**src/sdms_pkg.sv**
```systemverilog
// Shared constants, codes and types of the SIMT divergence mask stack unit.
`default_nettype none
package sdms_pkg;

  localparam int STACK_DEPTH = 16;
  localparam int PC_BITS     = 16;
  localparam int LANES       = 64;
  localparam int CNT_W       = $clog2(STACK_DEPTH + 1);
  localparam int PTR_W       = (STACK_DEPTH > 1) ? $clog2(STACK_DEPTH) : 1;

  localparam logic [2:0] CMD_START   = 3'd0;
  localparam logic [2:0] CMD_IF      = 3'd1;
  localparam logic [2:0] CMD_ELSE    = 3'd2;
  localparam logic [2:0] CMD_ENDIF   = 3'd3;
  localparam logic [2:0] CMD_LOOP    = 3'd4;
  localparam logic [2:0] CMD_ENDLOOP = 3'd5;
  localparam logic [2:0] CMD_BARRIER = 3'd6;

  localparam logic [2:0] ERR_NONE      = 3'd0;
  localparam logic [2:0] ERR_ELSE      = 3'd1;
  localparam logic [2:0] ERR_ENDIF     = 3'd2;
  localparam logic [2:0] ERR_ENDLOOP   = 3'd3;
  localparam logic [2:0] ERR_OVERFLOW  = 3'd4;
  localparam logic [2:0] ERR_DIVERGENT = 3'd5;

  typedef struct packed {
    logic               is_loop;
    logic [LANES-1:0]   saved;
    logic [LANES-1:0]   then_m;
    logic [PC_BITS-1:0] pc;
  } stack_entry_t;

  typedef struct packed {
    logic         push;
    logic         pop;
    logic         clear;
    stack_entry_t entry;
  } stack_ctl_t;

endpackage
`default_nettype wire

```
**src/sdms_stack.sv**
```systemverilog
// Reconvergence stack: entry storage and fill count.
`default_nettype none
module sdms_stack
  import sdms_pkg::*;
(
  input  logic             clk,
  input  logic             rst,
  input  stack_ctl_t       ctl,
  output stack_entry_t     top,
  output logic [CNT_W-1:0] count
);

  stack_entry_t     entries [STACK_DEPTH];
  logic [PTR_W-1:0] wr_ptr;
  logic [PTR_W-1:0] top_ptr;

  assign wr_ptr  = PTR_W'(count);
  assign top_ptr = PTR_W'(count - CNT_W'(1));
  assign top     = entries[top_ptr];

  always_ff @(posedge clk) begin
    if (ctl.push) begin
      entries[wr_ptr] <= ctl.entry;
    end
  end

  always_ff @(posedge clk) begin
    if (rst) begin
      count <= '0;
    end else if (ctl.clear) begin
      count <= '0;
    end else if (ctl.push) begin
      count <= count + CNT_W'(1);
    end else if (ctl.pop) begin
      count <= count - CNT_W'(1);
    end
  end

endmodule
`default_nettype wire

```
**src/simt_divergence_mask_stack_unit.sv**
```systemverilog
// Top level of the SIMT divergence mask stack unit.
// Takes one control instruction per clock. A request accepted at one edge is
// registered, then decoded against the exec mask and the top stack entry in a
// single pass, and its result is registered onto done and the result outputs;
// back-to-back requests see the state left by the one before. The receiver
// cannot stall: each result is valid for exactly one cycle. busy is high only
// during reset. The mask stack lives in flip-flops, so no clearing pass follows
// reset. wide_wave may be written only while no request is in flight.
`default_nettype none
module simt_divergence_mask_stack_unit
  import sdms_pkg::*;
(
  input  logic        clk,
  input  logic        rst,
  input  logic        wide_wave_we,
  input  logic        wide_wave,
  input  logic        start,
  output logic        busy,
  input  logic [2:0]  cmd,
  input  logic [63:0] cond_lanes,
  input  logic [15:0] next_pc,
  output logic        done,
  output logic [63:0] exec_mask,
  output logic        divergent,
  output logic        jump,
  output logic [15:0] jump_pc,
  output logic [4:0]  depth,
  output logic [2:0]  error
);

  logic             wide;
  logic             req_valid;
  logic [2:0]       req_cmd;
  logic [63:0]      req_cond;
  logic [15:0]      req_pc;
  logic [63:0]      exec_reg;
  logic [63:0]      exec_next;
  logic [63:0]      full;
  logic [63:0]      cond;
  logic [63:0]      left;
  logic [2:0]       err;
  logic             jmp;
  logic [15:0]      jpc;
  logic [CNT_W-1:0] count;
  logic [CNT_W-1:0] depth_after;
  logic             top_if;
  logic             top_loop;
  logic             stack_full;
  stack_ctl_t       ctl;
  stack_entry_t     top;

  assign busy = rst;

  sdms_stack u_stack (
    .clk   (clk),
    .rst   (rst),
    .ctl   (ctl),
    .top   (top),
    .count (count)
  );

  always_ff @(posedge clk) begin
    if (rst) begin
      wide <= 1'b0;
    end else if (wide_wave_we) begin
      wide <= wide_wave;
    end
  end

  always_ff @(posedge clk) begin
    if (rst) begin
      req_valid <= 1'b0;
    end else begin
      req_valid <= start & ~busy;
    end
  end

  always_ff @(posedge clk) begin
    if (start & ~busy) begin
      req_cmd  <= cmd;
      req_cond <= cond_lanes;
      req_pc   <= next_pc;
    end
  end

  assign full       = wide ? {64{1'b1}} : {32'd0, 32'hFFFF_FFFF};
  assign cond       = req_cond & full;
  assign left       = exec_reg & cond;
  assign stack_full = (count >= CNT_W'(STACK_DEPTH));
  assign top_if     = (count != '0) && !top.is_loop;
  assign top_loop   = (count != '0) && top.is_loop;

  always_comb begin
    exec_next   = exec_reg;
    err         = ERR_NONE;
    jmp         = 1'b0;
    jpc         = '0;
    ctl         = '0;
    depth_after = count;
    if (req_valid) begin
      unique case (req_cmd)
        CMD_START: begin
          exec_next   = full;
          ctl.clear   = 1'b1;
          depth_after = '0;
        end
        CMD_IF: begin
          if (stack_full) begin
            err = ERR_OVERFLOW;
          end else begin
            ctl.push         = 1'b1;
            ctl.entry.is_loop = 1'b0;
            ctl.entry.saved  = exec_reg;
            ctl.entry.then_m = left;
            exec_next        = left;
            depth_after      = count + CNT_W'(1);
          end
        end
        CMD_ELSE: begin
          if (!top_if) begin
            err = ERR_ELSE;
          end else begin
            exec_next = top.saved & ~top.then_m;
          end
        end
        CMD_ENDIF: begin
          if (!top_if) begin
            err = ERR_ENDIF;
          end else begin
            exec_next   = top.saved;
            ctl.pop     = 1'b1;
            depth_after = count - CNT_W'(1);
          end
        end
        CMD_LOOP: begin
          if (stack_full) begin
            err = ERR_OVERFLOW;
          end else begin
            ctl.push          = 1'b1;
            ctl.entry.is_loop = 1'b1;
            ctl.entry.saved   = exec_reg;
            ctl.entry.pc      = PC_BITS'(req_pc);
            depth_after       = count + CNT_W'(1);
          end
        end
        CMD_ENDLOOP: begin
          if (!top_loop) begin
            err = ERR_ENDLOOP;
          end else if (left != '0) begin
            exec_next = left;
            jmp       = 1'b1;
            jpc       = 16'(top.pc);
          end else begin
            exec_next   = top.saved;
            ctl.pop     = 1'b1;
            depth_after = count - CNT_W'(1);
          end
        end
        CMD_BARRIER: begin
          if (exec_reg != full) begin
            err = ERR_DIVERGENT;
          end
        end
        default: begin
        end
      endcase
    end
  end

  always_ff @(posedge clk) begin
    if (rst) begin
      exec_reg <= '0;
      done     <= 1'b0;
    end else begin
      done <= req_valid;
      if (req_valid) begin
        exec_reg <= exec_next;
      end
    end
  end

  always_ff @(posedge clk) begin
    if (req_valid) begin
      exec_mask <= exec_next;
      divergent <= (exec_next != '0) && (exec_next != full);
      jump      <= jmp;
      jump_pc   <= jpc;
      depth     <= 5'(depth_after);
      error     <= err;
    end
  end

  a_count_bound: assert property (@(posedge clk) disable iff (rst)
    count <= CNT_W'(STACK_DEPTH))
    else $error("stack count beyond depth");

  a_done_follows_req: assert property (@(posedge clk) disable iff (rst)
    done |-> $past(start & ~busy, 2))
    else $error("result without request");

  a_error_no_jump: assert property (@(posedge clk) disable iff (rst)
    done && (error != ERR_NONE) |-> !jump)
    else $error("jump on failed request");

  a_error_keeps_count: assert property (@(posedge clk) disable iff (rst)
    done && (error != ERR_NONE) |-> count == $past(count))
    else $error("failed request changed the stack");

  a_divergent_nonzero: assert property (@(posedge clk) disable iff (rst)
    done && divergent |-> exec_mask != '0)
    else $error("divergent with empty mask");

endmodule
`default_nettype wire
```
**config.mk**
```make
export PLATFORM = sky130hd
export DESIGN_NAME = simt_divergence_mask_stack_unit
export DESIGN_NICKNAME = d
export VERILOG_FILES = /design/src/sdms_pkg.sv /design/src/sdms_stack.sv /design/src/simt_divergence_mask_stack_unit.sv
export SDC_FILE = /design/constraint.sdc
export NUM_CORES = 2
export LEC_CHECK = 0
export BUFFER_PORTS_ARGS = -buffer_cell sky130_fd_sc_hd__buf_2
export CORE_ASPECT_RATIO = 1.4
export CORE_MARGIN = 2
export CORE_UTILIZATION = 40
export CTS_CLUSTER_DIAMETER = 50
export DETAILED_ROUTE_END_ITERATION = 6
export PLACE_DENSITY_LB_ADDON = 0.12
export SKIP_LAST_GASP = 1
export SYNTH_ARGS = -nofsm -noshare
export SYNTH_HDL_FRONTEND = slang
export SYNTH_SLANG_ARGS = --single-unit
```
**constraint.sdc**
```tcl
create_clock -name clk -period 15 [get_ports clk]
set_input_delay 4.5 -clock clk [delete_from_list [all_inputs] [get_ports clk]]
set_output_delay 4.5 -clock clk [all_outputs]
set_load 0.01 [all_outputs]
```
==> impl_summary.md <==
Synthesis
The share of synthesized area spent on multiplexers is around 16%. The post-synthesis cell type with the largest combined area is sky130_fd_sc_hd__edfxtp_1. Yosys attributes the largest share of cell area to sky130_fd_sc_hd__edfxtp_1 (74%), sky130_fd_sc_hd__mux4_2 (15%), sky130_fd_sc_hd__dfxtp_1 (1.4%). The post-synthesis async set-or-reset flop share is 0%.

Counting distinct cell types in the post-synthesis netlist gives between 100 and 150. Of the post-synthesis cell area, the dominant cell type holds about three quarters. A synthesized cell averages 21.1 sq um. Of the total synthesized cell area, the portion taken by AND, OR, NAND and NOR gates is 3.20%.

The commonest cells after synthesis are sky130_fd_sc_hd__edfxtp_1 (2493), sky130_fd_sc_hd__mux4_2 (682), sky130_fd_sc_hd__nor2_1 (202), sky130_fd_sc_hd__nand2_1 (181), sky130_fd_sc_hd__a21oi_1 (122). Summing the areas of all fa, ha and maj instances in the mapped netlist gives less than 1% of the synthesized area. The synthesized netlist devotes 3.30% of its cell area to compound gates.

After synthesis, flip-flops and latches occupy roughly three quarters of the total area. The cell with the most instances after synthesis is sky130_fd_sc_hd__edfxtp_1. The cell count after synthesis came out at between 4000 and 5000.

After synthesis, the largest family of logic cells by area is multiplexers. After synthesis the cells add up to 0.101 sq mm. The Yosys step of the flow raised 0 warnings. Summing the areas of all xor and xnor instances in the mapped netlist gives less than 1% of the synthesized area. Counting every net in the synthesized netlist gives around 5000. The main flop type after synthesis is sky130_fd_sc_hd__edfxtp_1. Counting flops and latches in the post-synthesis netlist gives 2565. Yosys mapped a number of flops with a built-in enable equal to roughly 2500.

Timing
The number of failing hold endpoints at the final stage is 0. Setup violations remaining at the end of the flow were counted as 0. Across the routed clock network, the largest skew measured is between 0.05 and 0.06 ns. Counting I/O delays and the setup requirement, the final critical path takes 9.26 ns.

Setup repair after global routing left no endpoint under its margin. The max-slew violation total from the final report was 0. The worst pin sits at a relative slew slack of 4.47%.

The transition time at the pin with the least slew margin is 1.43 ns. The least setup slack across all paths after layout is 5.74 ns. For this run, the top clock speed supported by timing is roughly 0.11 GHz. The worst-case hold slack is 0.571 ns. The setup TNS after final layout is 0 ns. The portion of the clock cycle consumed by the worst path in the final layout is about three fifths.

Flow run
The max-cap violation count is 0.

Floorplanning
The die covers roughly 0.26 sq mm. Measured along the y axis, the die boundary spans roughly 600 um. The standard-cell row count is 218. The core box area is roughly 0.25 sq mm. In this run the count of I/O pins placed on the die edge is 180.

The starting density of the core is roughly two fifths. The die extent in x is ~430 um.

Route
Using the TritonRoute via totals, the vias-per-cell ratio works out to 6.05. In this run the remaining antenna-violating nets after routing total 0. Detailed routing inserted a total of 51900 vias.

The number of DRC markers in iteration 0 is 6278. The routed length per placed instance is about 35 um. The first detailed-routing pass took 6 iterations. The final routed wirelength across all metal layers is around 300000 um.

The final routed DRC violation total is 0.

Clock network
The H-tree was split into 5 levels. Gates resized during post-CTS repair numbered 0. The clock passes through at most 4 buffers.

The insertion delay to the later sink of the worst-skew pair is roughly 0.88 ns. The total setup buffers inserted after CTS is 0. The hold buffer count at cts is 0. TritonCTS built the clock tree. The clock input transition at the sequential cells of the worst setup and hold paths is about 0.060 ns. The total clock buffers created by CTS is between 200 and 300. The clock root buffer master is sky130_fd_sc_hd__clkbuf_16. The clock net in this run drives a total of between 2000 and 3000 sinks.

Placement
The HPWL after detailed placement is around 170000 um. The weighted congestion at the end of routability-driven global placement is between 0.9 and 1. Port buffering added between 150 and 200 buffers. The post-place instance area is between 0.1 and 0.15 sq mm.

The setup slack at placement is approximately 5.7 ns.

Worst setup path
By startpoint and endpoint, the worst setup path is classified as input pin to output pin. The kind of cell with the highest combined delay along the critical path is buffers and inverters. The critical-path cell with the highest stage delay is sky130_fd_sc_hd__buf_4.

The type of element launching the critical path is an input pin. On the worst path, the slowest cell contributes a delay of approximately 0.13 ns. Data on the critical path is required at its endpoint by 10.50 ns. The number of cells on the critical path is 2. The number of cells on the worst reg-to-reg path is 14.

Walking the worst path, the cells encountered are buf_4, buf_2. Of all nets on the critical path, the largest fanout is 3. The type of destination of the critical path is an output pin. The number of buffer and inverter stages on the critical path is 2. At the worst endpoint, the arrival time is about 4.8 ns.

Final layout
The final instance area is 0.114 sq mm. After the last flow step, the layout net total stands at 5172. The core occupancy in the finished layout is between 40% and 50%. The number of flip-flops under the largest register name is about 2300. The layout filler cell count is between 20000 and 25000. Compared with the post-synthesis result, the final layout area differs by 13.1%. The register with the most flip-flops in the final layout is u_stack.entries. The layout cell share with drive strength beyond 1 is between 20% and 30%.

Power
In this run the static leakage power is between 30 and 40 nW. The power density normalized to cell area is 131 mW/mm^2. VDD sags by at most around 0.078 mV.

Worst hold path
The classification of the worst-slack hold path is flop to flop. The cell depth of the worst hold path is 2.

GRT
The maximum number of pins on one net before global-route repair is 146. The number of global-route vias before repair is 52800. Across every metal layer, demand over resource in global routing totals 23.2%.

The overflow left after global routing is 0. The wire length of the first global-routing pass is approximately 420000 um. The number of antenna violations at the first check in global routing is 23.

Status
The run finished with clean final reports.
## power by group
part	switching, mW	internal (mW)	leakage [nW]	total [mW]
registers	0.0594	7.80	20.5	7.86
logic	0.410	0.207	7.44	0.617
clock network	2.76	3.69	4.11	6.45
## worst min-delay path: cells and delay by family, from the launching register on
kind | cells | cell delay, ns
flip-flops | 1 | 0.36
AO/OA/AOI/OAI | 1 | 0.09
AND/OR/NAND/NOR | 1 | 0.09
## layer usage
| metal | GRT usage, % | vias to the layer above | share of wire [%] |
|---|---|---|---|
| met2 | 37.6 | 2195 | 48 |
| li1 | - | 20700 | - |
| met5 | 0 | - | 0.017 |
| met4 | 6.78 | 8 | 3.0 |
| met3 | 3.86 | 474 | 7.0 |
| met1 | 32.6 | 28500 | 42 |
## through the flow
stage,instances,power [mW]
6_report,8576,14.9
5_1_grt,8573,15.4
4_1_cts,8572,15.1
3_5_place_dp,8105,8.63
3_3_place_gp,8105,8.63
2_1_floorplan,4776,8.36
## cells by family (layout without fill, tap and decap cells)
group           Yosys count  after routing
compound gates          475            475
xor+xnor                  6              6
fa+ha+maj                 4              4
buf+inv                 341            837
flops                  2565           2565
mux                     717            717
other cells               0              4
simple gates            668            668
## cells in the final DEF (no fill, tap or decap), drive strengths merged, types with 7 or more instances in the layout
cell / netlist / layout
clkbuf: 113 / 340
mux4: 696 / 696
nor2b: 26 / 26
o211ai: 14 / 14
bufinv: 0 / 11
a211oi: 8 / 8
and2: 34 / 34
a22oi: 43 / 43
or3: 7 / 7
o21ai: 91 / 91
mux2i: 19 / 19
a32oi: 8 / 8
and3: 57 / 57
nor2: 202 / 202
o22ai: 12 / 12
nand4: 40 / 40
a31oi: 27 / 27
and4: 7 / 7
edfxtp: 2493 / 2493
buf: 162 / 304
a2bb2oi: 8 / 8
o21a: 13 / 13
nand2: 183 / 183
nor3: 45 / 45
a32o: 8 / 8
nand2b: 10 / 10
dfxtp: 72 / 72
o32ai: 17 / 17
a221oi: 12 / 12
a21oi: 126 / 126
a21o: 14 / 14
clkinv: 2 / 97
nand3: 21 / 21
inv: 64 / 79
nor4: 25 / 25
## worst paths after layout
check	from	endpoint	slack, ns
min	exec_reg[33]	exec_reg[33]	0.57
max reg2reg	u_stack.count[0]	divergent	7.21
min reg2reg	exec_reg[33]	exec_reg[33]	0.57
max	rst	busy	5.74
## cell type report
type	count	area (sq um)	share of cell area (%)
antenna	4	10.0	0.00877
clock buffer	340	7390	6.48
timing repair buffer	304	2100	1.84
sequential	2565	76300	66.9
clock inverter	127	987	0.865
multi-input combinational	1870	22900	20.1
inverter	66	250	0.219
tap	3300	4130	3.62
Power figures use the tool's default switching activity.
